## config.mk

```make
export PLATFORM = sky130hd
export DESIGN_NAME = mzg_seq
export DESIGN_NICKNAME = d
export VERILOG_FILES = /design/src/rtl/core/mzg_pkg.sv /design/src/rtl/core/mzg_seq.sv
export SDC_FILE = /design/constraint.sdc
export NUM_CORES = 1
export LEC_CHECK = 0
export ABC_AREA = 1
export BUFFER_PORTS_ARGS = -buffer_cell sky130_fd_sc_hd__buf_2
export CORE_ASPECT_RATIO = 0.75
export CORE_MARGIN = 4
export CORE_UTILIZATION = 30
export DETAILED_ROUTE_END_ITERATION = 7
export PLACE_DENSITY = 0.52
export SLEW_MARGIN = 20
export SYNTH_ARGS = -nofsm -noshare
export SYNTH_HDL_FRONTEND = slang
export SYNTH_SLANG_ARGS = --single-unit
```

## constraint.sdc

```tcl
create_clock -name clk -period 6.3 [get_ports clk]
set_input_delay 0.945 -clock clk [delete_from_list [all_inputs] [get_ports clk]]
set_output_delay 0.945 -clock clk [all_outputs]
set_load 0.02 [all_outputs]
```

## src/rtl/core/mzg_pkg.sv

```systemverilog
// ----------------------------------------------------------------------------
// mzg_pkg
// shared widths, codes and control types of the row-by-row maze generator
// ----------------------------------------------------------------------------
package mzg_pkg;

    localparam int LBL_W  = 6;              // set label width
    localparam int LBL_N  = 1 << LBL_W;     // number of distinct labels
    localparam int DOWN_W = 32;             // down bits / floor walls width
    localparam int JOIN_W = 31;             // join bits / side walls width
    localparam int CFG_W  = 6;              // column count register width

    localparam logic [CFG_W-1:0] CFG_RESET = 6'd32;

    // row kinds
    localparam logic [1:0] KIND_FIRST  = 2'd0;
    localparam logic [1:0] KIND_MIDDLE = 2'd1;
    localparam logic [1:0] KIND_LAST   = 2'd2;

    typedef enum logic [2:0] {
        S_IDLE,
        S_FIRST,
        S_FLOOR,
        S_JOIN,
        S_DONE
    } seq_state_t;

    typedef enum logic [2:0] {
        RING_HOLD,   // keep labels
        RING_SCAN,   // capture used-label mask
        RING_SET,    // write wdata at head, rotate
        RING_FRESH,  // write lowest unused label at head, rotate
        RING_MERGE,  // relabel next column's set to head set, rotate
        RING_ROT     // rotate only
    } ring_op_t;

    typedef struct packed {
        ring_op_t           op;
        logic [LBL_W-1:0]   wdata;
    } ring_ctrl_t;

    typedef struct packed {
        logic [LBL_W-1:0]   lbl0;   // label of current column
        logic [LBL_W-1:0]   lbl1;   // label of next column
        logic [LBL_W-1:0]   fresh;  // lowest label not in the scanned mask
    } ring_stat_t;

endpackage

```

## src/rtl/core/mzg_seq.sv

```systemverilog
// ----------------------------------------------------------------------------
// mzg_seq
// row sequencer: column walk, floor and join decisions, result register
// ----------------------------------------------------------------------------
module mzg_seq
    import mzg_pkg::*;
#(
    parameter int MAX_COLS = 32
) (
    input  logic                              clk,
    input  logic                              rst_n,
    input  logic                              in_valid,
    output logic                              in_ready,
    input  logic [1:0]                        row_kind,
    input  logic [DOWN_W-1:0]                 down_bits,
    input  logic [JOIN_W-1:0]                 join_bits,
    output logic                              out_valid,
    input  logic                              out_ready,
    output logic [DOWN_W-1:0]                 floor_walls,
    output logic [JOIN_W-1:0]                 side_walls,
    input  logic [$clog2(MAX_COLS+1)-1:0]     n,
    output logic [$clog2(MAX_COLS)-1:0]       cnt,
    output ring_ctrl_t                        ctrl,
    input  ring_stat_t                        stat
);

    localparam int CW = $clog2(MAX_COLS);
    localparam int SW = CW + 1;

    seq_state_t          state_reg, state_next;
    logic [CW-1:0]       cnt_reg, cnt_next;
    logic                phase_reg, phase_next;
    logic                out_valid_reg, out_valid_next;
    logic [1:0]          kind_reg, kind_next;
    logic [DOWN_W-1:0]   down_reg, down_next;
    logic [JOIN_W-1:0]   join_reg, join_next;
    logic [LBL_W-1:0]    run_reg, run_next;
    logic                opened_reg, opened_next;
    logic [LBL_W-1:0]    label_reg, label_next;
    logic [MAX_COLS-1:0] floor_acc_reg, floor_acc_next;
    logic [MAX_COLS-1:0] side_acc_reg, side_acc_next;
    logic [DOWN_W-1:0]   floor_out_reg, floor_out_next;
    logic [JOIN_W-1:0]   side_out_reg, side_out_next;

    logic [SW-1:0]       cw, cp1, nn;
    logic                last;
    logic [LBL_W-1:0]    run_cur;
    logic                opened_tmp, bnd, wall_f;
    logic                merge;
    logic [MAX_COLS+DOWN_W-1:0] floor_ext;
    logic [MAX_COLS+JOIN_W-1:0] side_ext;

    assign cw   = SW'(cnt_reg);
    assign cp1  = SW'(cnt_reg) + SW'(1);
    assign nn   = SW'(n);
    assign last = (cnt_reg == CW'(MAX_COLS - 1));

    // floor decision for the current column
    always_comb
    begin
        logic w;
        run_cur    = (cnt_reg == '0) ? stat.lbl0 : run_reg;
        opened_tmp = opened_reg || !down_reg[0];
        bnd        = (cp1 < nn) && (run_cur != stat.lbl1);
        w          = down_reg[0];
        if (bnd && !opened_tmp)
        begin
            w = 1'b0;
        end
        if (cp1 == nn && !opened_tmp)
        begin
            w = 1'b0;
        end
        wall_f = (cw < nn) && w;
    end

    assign merge = (cp1 < nn) && (stat.lbl0 != stat.lbl1)
                   && ((kind_reg == KIND_LAST) || join_reg[0]);

    assign floor_ext = {{DOWN_W{1'b0}}, floor_acc_reg};
    assign side_ext  = {{JOIN_W{1'b0}}, side_acc_reg};

    always_comb
    begin
        state_next     = state_reg;
        cnt_next       = cnt_reg;
        phase_next     = phase_reg;
        out_valid_next = out_valid_reg;
        kind_next      = kind_reg;
        down_next      = down_reg;
        join_next      = join_reg;
        run_next       = run_reg;
        opened_next    = opened_reg;
        label_next     = label_reg;
        floor_acc_next = floor_acc_reg;
        side_acc_next  = side_acc_reg;
        floor_out_next = floor_out_reg;
        side_out_next  = side_out_reg;
        ctrl.op        = RING_HOLD;
        ctrl.wdata     = '0;
        in_ready       = (state_reg == S_IDLE);

        if (out_valid_reg && out_ready)
        begin
            out_valid_next = 1'b0;
        end

        unique case (state_reg)
            S_IDLE:
            begin
                if (in_valid)
                begin
                    cnt_next       = '0;
                    phase_next     = 1'b0;
                    kind_next      = row_kind;
                    down_next      = down_bits;
                    join_next      = join_bits;
                    opened_next    = 1'b0;
                    label_next     = '0;
                    floor_acc_next = '0;
                    side_acc_next  = '0;
                    unique case (row_kind)
                        KIND_FIRST:  state_next = S_FIRST;
                        KIND_MIDDLE,
                        KIND_LAST:   state_next = S_FLOOR;
                        default:     state_next = S_DONE;
                    endcase
                end
            end
            S_FIRST:
            begin
                ctrl.op       = RING_SET;
                ctrl.wdata    = (cw < nn) ? label_reg : '0;
                side_acc_next = {(cp1 < nn) && join_reg[0], side_acc_reg[MAX_COLS-1:1]};
                if ((cp1 < nn) && join_reg[0])
                begin
                    label_next = label_reg + LBL_W'(1);
                end
                join_next = join_reg >> 1;
                cnt_next  = cnt_reg + CW'(1);
                if (last)
                begin
                    cnt_next   = '0;
                    state_next = S_DONE;
                end
            end
            S_FLOOR:
            begin
                if (!phase_reg)
                begin
                    ctrl.op    = RING_SCAN;
                    phase_next = 1'b1;
                end
                else
                begin
                    ctrl.op        = wall_f ? RING_FRESH : RING_ROT;
                    floor_acc_next = {wall_f, floor_acc_reg[MAX_COLS-1:1]};
                    if (cw < nn)
                    begin
                        opened_next = bnd ? 1'b0 : opened_tmp;
                        run_next    = bnd ? stat.lbl1 : run_cur;
                    end
                    down_next  = down_reg >> 1;
                    phase_next = 1'b0;
                    cnt_next   = cnt_reg + CW'(1);
                    if (last)
                    begin
                        cnt_next   = '0;
                        state_next = S_JOIN;
                    end
                end
            end
            S_JOIN:
            begin
                ctrl.op       = merge ? RING_MERGE : RING_ROT;
                side_acc_next = {(cp1 < nn) && !merge, side_acc_reg[MAX_COLS-1:1]};
                join_next     = join_reg >> 1;
                cnt_next      = cnt_reg + CW'(1);
                if (last)
                begin
                    cnt_next   = '0;
                    state_next = S_DONE;
                end
            end
            S_DONE:
            begin
                if (!out_valid_reg || out_ready)
                begin
                    floor_out_next = floor_ext[DOWN_W-1:0];
                    side_out_next  = side_ext[JOIN_W-1:0];
                    out_valid_next = 1'b1;
                    state_next     = S_IDLE;
                end
            end
            default:
            begin
                state_next = S_IDLE;
            end
        endcase
    end

    always_ff @(posedge clk or negedge rst_n)
    begin
        if (!rst_n)
        begin
            state_reg     <= S_IDLE;
            cnt_reg       <= '0;
            phase_reg     <= 1'b0;
            out_valid_reg <= 1'b0;
        end
        else
        begin
            state_reg     <= state_next;
            cnt_reg       <= cnt_next;
            phase_reg     <= phase_next;
            out_valid_reg <= out_valid_next;
        end
    end

    always_ff @(posedge clk)
    begin
        kind_reg      <= kind_next;
        down_reg      <= down_next;
        join_reg      <= join_next;
        run_reg       <= run_next;
        opened_reg    <= opened_next;
        label_reg     <= label_next;
        floor_acc_reg <= floor_acc_next;
        side_acc_reg  <= side_acc_next;
        floor_out_reg <= floor_out_next;
        side_out_reg  <= side_out_next;
    end

    assign cnt         = cnt_reg;
    assign out_valid   = out_valid_reg;
    assign floor_walls = floor_out_reg;
    assign side_walls  = side_out_reg;

endmodule

```

; ---- Word-level counts from Yosys, hierarchy flattened
; Cells that the tools add are included.
[word_totals]
romBits = 0
word_cells = 117
mem_bits_rw = 0
ff_bits = 215
mem_count = 0
latch_bits = 0
input_bits = 93
[classes]
n_eq_ne = 18
mux = 43
shifts = 0
add_sub_neg = 3
reduce_logical = 37
div_mod_pow = 0
bitwise = 0
n_mul = 0
magnitude_cmp = 2
[op_table]
columns = op, n
row1 = $mux 32, 4
row2 = $pmux 32 s2, 2
row3 = $pmux 32 s3, 1
row4 = $pmux 31 s2, 1
row5 = $mux 6, 6
row6 = $mux 31, 1
row7 = $mux 3, 7
row8 = $mux 5, 3
row9 = $pmux 5 s3, 1
row10 = $ne 2x2->1 const B, 6
row11 = $ne 6x6->1, 2
row12 = $pmux 3 s4, 1
row13 = $pmux 6 s2, 1
row14 = $reduce_and 3->1, 4
row15 = $mux 1, 11
row16 = $reduce_and 2->1, 5
row17 = $logic_and 1x1->1, 9
row18 = $pmux 3 s3, 1
row19 = $add 5x1->6 const B, 1
row20 = $add 6x1->6 const B, 1
row21 = $eq 3x2->1 const B, 2
row22 = $eq 6x6->1, 1
row23 = $lt 5x6->1, 1
row24 = $lt 6x6->1, 1
row25 = 19 further kinds, 30

; ---- Logic depth before layout (Yosys ltp)
[depth]
ltp_word = 11
depth_mapped = 17
depth_no_buf = 17

; ---- Least setup slack after synthesis
; No wires, ideal clock.
[synth_path]
kind = input port to flip-flop
startpoint = input port in_valid
endpoint = register down_reg[0] (enable)
n_path_buf = 0
stages = 2
path_slack_ns = 2.097
t_arrival_ns = 3.717
path_cell_list = o21ai_2 > nor2_1
[synth_between]
elab_chain_len = 2
[synth_lines]
columns = element, line_no
row1 = "start, declared", mzg_seq.sv:12  ; input logic in_valid,
row2 = $ne 2x2->1 (no line), -
row3 = $reduce_and 3->1 (no line), -
row4 = "end signal, assigned", mzg_seq.sv:223  ; down_reg <= down_next;
row5 = "end, declared", mzg_seq.sv:35  ; logic [DOWN_W-1:0] down_reg, down_next;
; No other way between the ends.
; A chain may end at the register's enable or synchronous reset.

==> results.tsv <==
metric	value	unit
grt_pass1_wl	30200	um
ys_warn_count	0	
routabilityCongestion	0.782	
io_pins	172	
synthAdderAreaFrac	2.36	%
dieArea	32800	um2
layout-drive-gt1-share	23.2	%
peakVddDrop	0.224	mV
cts_num_sinks	215	
synth_nets	909	
p_per_area	495	nW/um2
muxShareOfSynthArea	0	%
vias	5807	
wl_per_cell	13.4	um
fmax	248	MHz
max_stage_delay	0.43	ns
drc_errors	0	
fin_nets	1084	
h-tree-depth	1	
synth_compound_area_share	2.43	%
die_h	158	um
crit_path_cell_trace	ha_1 -> nand2_1 -> nor2_1 -> ha_1 -> ha_1 -> nand2_1 -> nor2_1 -> a211oi_1 -> nand2_1 -> inv_1 -> nand2_4 -> nand2_2 -> nand2_2 -> nand2_2 -> nand2_1 -> nand2_1 -> buf_2	
finalSetupViolCount	0	
fin_crit	4.03	ns
worstSetupPathType	flip-flop to output port	
cts_tree	yes	
synth_xor_area_share	0.487	%
yosys.area.top_type	edfxtp_1	
mostFrequentLayoutCell	nand2_1	
start_kind	flip-flop	
overflow	0	
crit_arrival	3.08	ns
cp_slowest_cell	dfrtp_1	
synth-seq-cells	215	
cts_resized	0	
syn2layout_area_growth	22.2	%
max_cap_violations	0	
postCtsHoldBufs	0	
diodes	0	
clk_path_buf_depth	3	
finalHoldViolCount	0	
crit_family	adder cells	
synth_top_family_by_area	simple AND/OR/NAND/NOR gates	
viasPerCell	4.21	
final_util	37.5	%
ctsRootBufferMaster	clkbuf_16	
worst_setup_hold_path_clk_slew	0.06	ns
slew_viol_final	0	
timing.hold.ws	0.304	ns
grt_pass1_vias	5802	
slew-limit-headroom	32.4	%
ys.flop_type	edfxtp_1	
grt_max_degree	67	
firstDrtPassIters	4	
async_flop_share	4.65	%
synth_simple_gate_area_share	17.3	%
core-area	29300	um2
postCtsSetupRepairBufs	0	
path_common_cell	nand2_1	
synth-edff-count	205	
clk_latency	0.51	ns
globalRouteTotalUtil	11.2	%
finalClockSkew	0.0117	ns
ys_seq_area_share	71.2	%
syn_area_per_cell	11.3	um2
synthCells	799	
cp_max_fo	10	
setup_tns	0	ns
antenna_left	0	
critPathCaptureType	output port	
synth_area	9000	um2
antenna_found_initial	2	
drt-initial-drc-count	352	
row_count	54	
rsz0062_at_grt	false	
min_period_over_period	63.9	%
power	0.00544	W
die_width	208	um
synth_cell_types	35	
hold_class	input port to async pin	
p_leak	4.86	nW
synth_area_leaders	edfxtp_1 (68%), nand2_1 (9.6%), inv_1 (5.0%), nor2_1 (4.0%), dfrtp_1 (2.8%)	
portBuffers	165	
place_hpwl	12400	um
cp.required	5.35	ns
initial_utilization	30.7	%
worst_slew_pin_slew	1.01	ns
cts_buffers	23	
path_buf_inv	2	
outcome	finished clean	
wl	18500	um
synth_top_cell_area_share	68.4	%
final_cell_mix	nand2_1 (230), edfxtp_1 (205), buf_2 (165), inv_1 (118), nor2_1 (92)	
==> worst reg2reg max path, stage by stage (launching register included) <==
cell and delay [ns]:
dfrtp_1 0.46, nor2_1 0.09, inv_1 0.17, nor2_2 0.05
buf_4 0.24, nand2_1 0.14, o21ai_2 0.13, nor2_4 0.79
buf_4 0.54
==> final timing paths <==
kind / startpoint / to / slack [ns] / cells past startpoint
worst max-delay path: cnt[0] / ctrl[8] / 2.27 / 17
worst min-delay path: rst_n / out_valid / 0.30 / 1
worst max register to register: state_reg[2] / floor_acc_reg[22] / 3.33 / 8
worst min register to register: side_acc_reg[0] / side_walls[0] / 0.42 / 0
max in group asynchronous: rst_n / cnt[0] / 5.79 / 1
min in group clk: side_acc_reg[0] / side_walls[0] / 0.42 / 0
==> cells by family after synthesis <==
kind of cell | after synthesis
simple gates | 379
flops | 215
buf+inv | 145
compound gates | 38
fa+ha+maj | 17
xor+xnor | 5
==> per-layer routing <==
layer  share of wire, %  routed length, um  global-route usage [%]  up-vias
met2                 42               7740                    16.8      148
li1                   -                  -                       -     2947
met1                 50               9300                    16.4     2684
met3                6.7               1240                    3.35       24
met5               0.12                 23                       0        -
met4                1.3                250                    1.81        4
==> metrics by stage <==
step	setup slack (ns)	std cells	cell area (um2)
finish	2.27	1379	11000
global route	1.98	1379	11000
global placement	2.67	1341	10300
floorplan	2.10	799	9000
CTS	2.24	1379	11000
detailed placement	2.62	1341	10300
==> area by class of cell <==
class                      instances  area [um2]
fill                            2979       18300
sequential                       215        6410
timing repair buffer             173         886
inverter                         122         458
multi-input combinational        439        2050
tap                              392         490
clock inverter                     6        61.3
clock buffer                      32         639
==> report_power, final <==
part	switching [W]	internal [W]	total [W]
clock	0.000524	0.000746	0.00127
combinational	0.00113	0.000394	0.00153
sequential	0.000220	0.00243	0.00265
total	0.00188	0.00357	0.00544
==> synth_stat cells (2+ instances only) <==
cell type and instances:
clkbuf_1 11, xnor2_1 2, nand3b_1 3, inv_1 120, nand3b_2 2, nor2_2 4
o22ai_1 3, nand3_1 22, nor3_1 11, a31oi_1 2, edfxtp_1 205, inv_2 2
a21oi_1 9, nor2_1 95, o21ai_0 18, buf_2 3, nand2_2 4, dfrtp_1 10
xor2_1 3, nand3_2 3, ha_1 17, nand2_1 230, o21bai_1 2, buf_1 7
(Power assumes the default switching activity.)
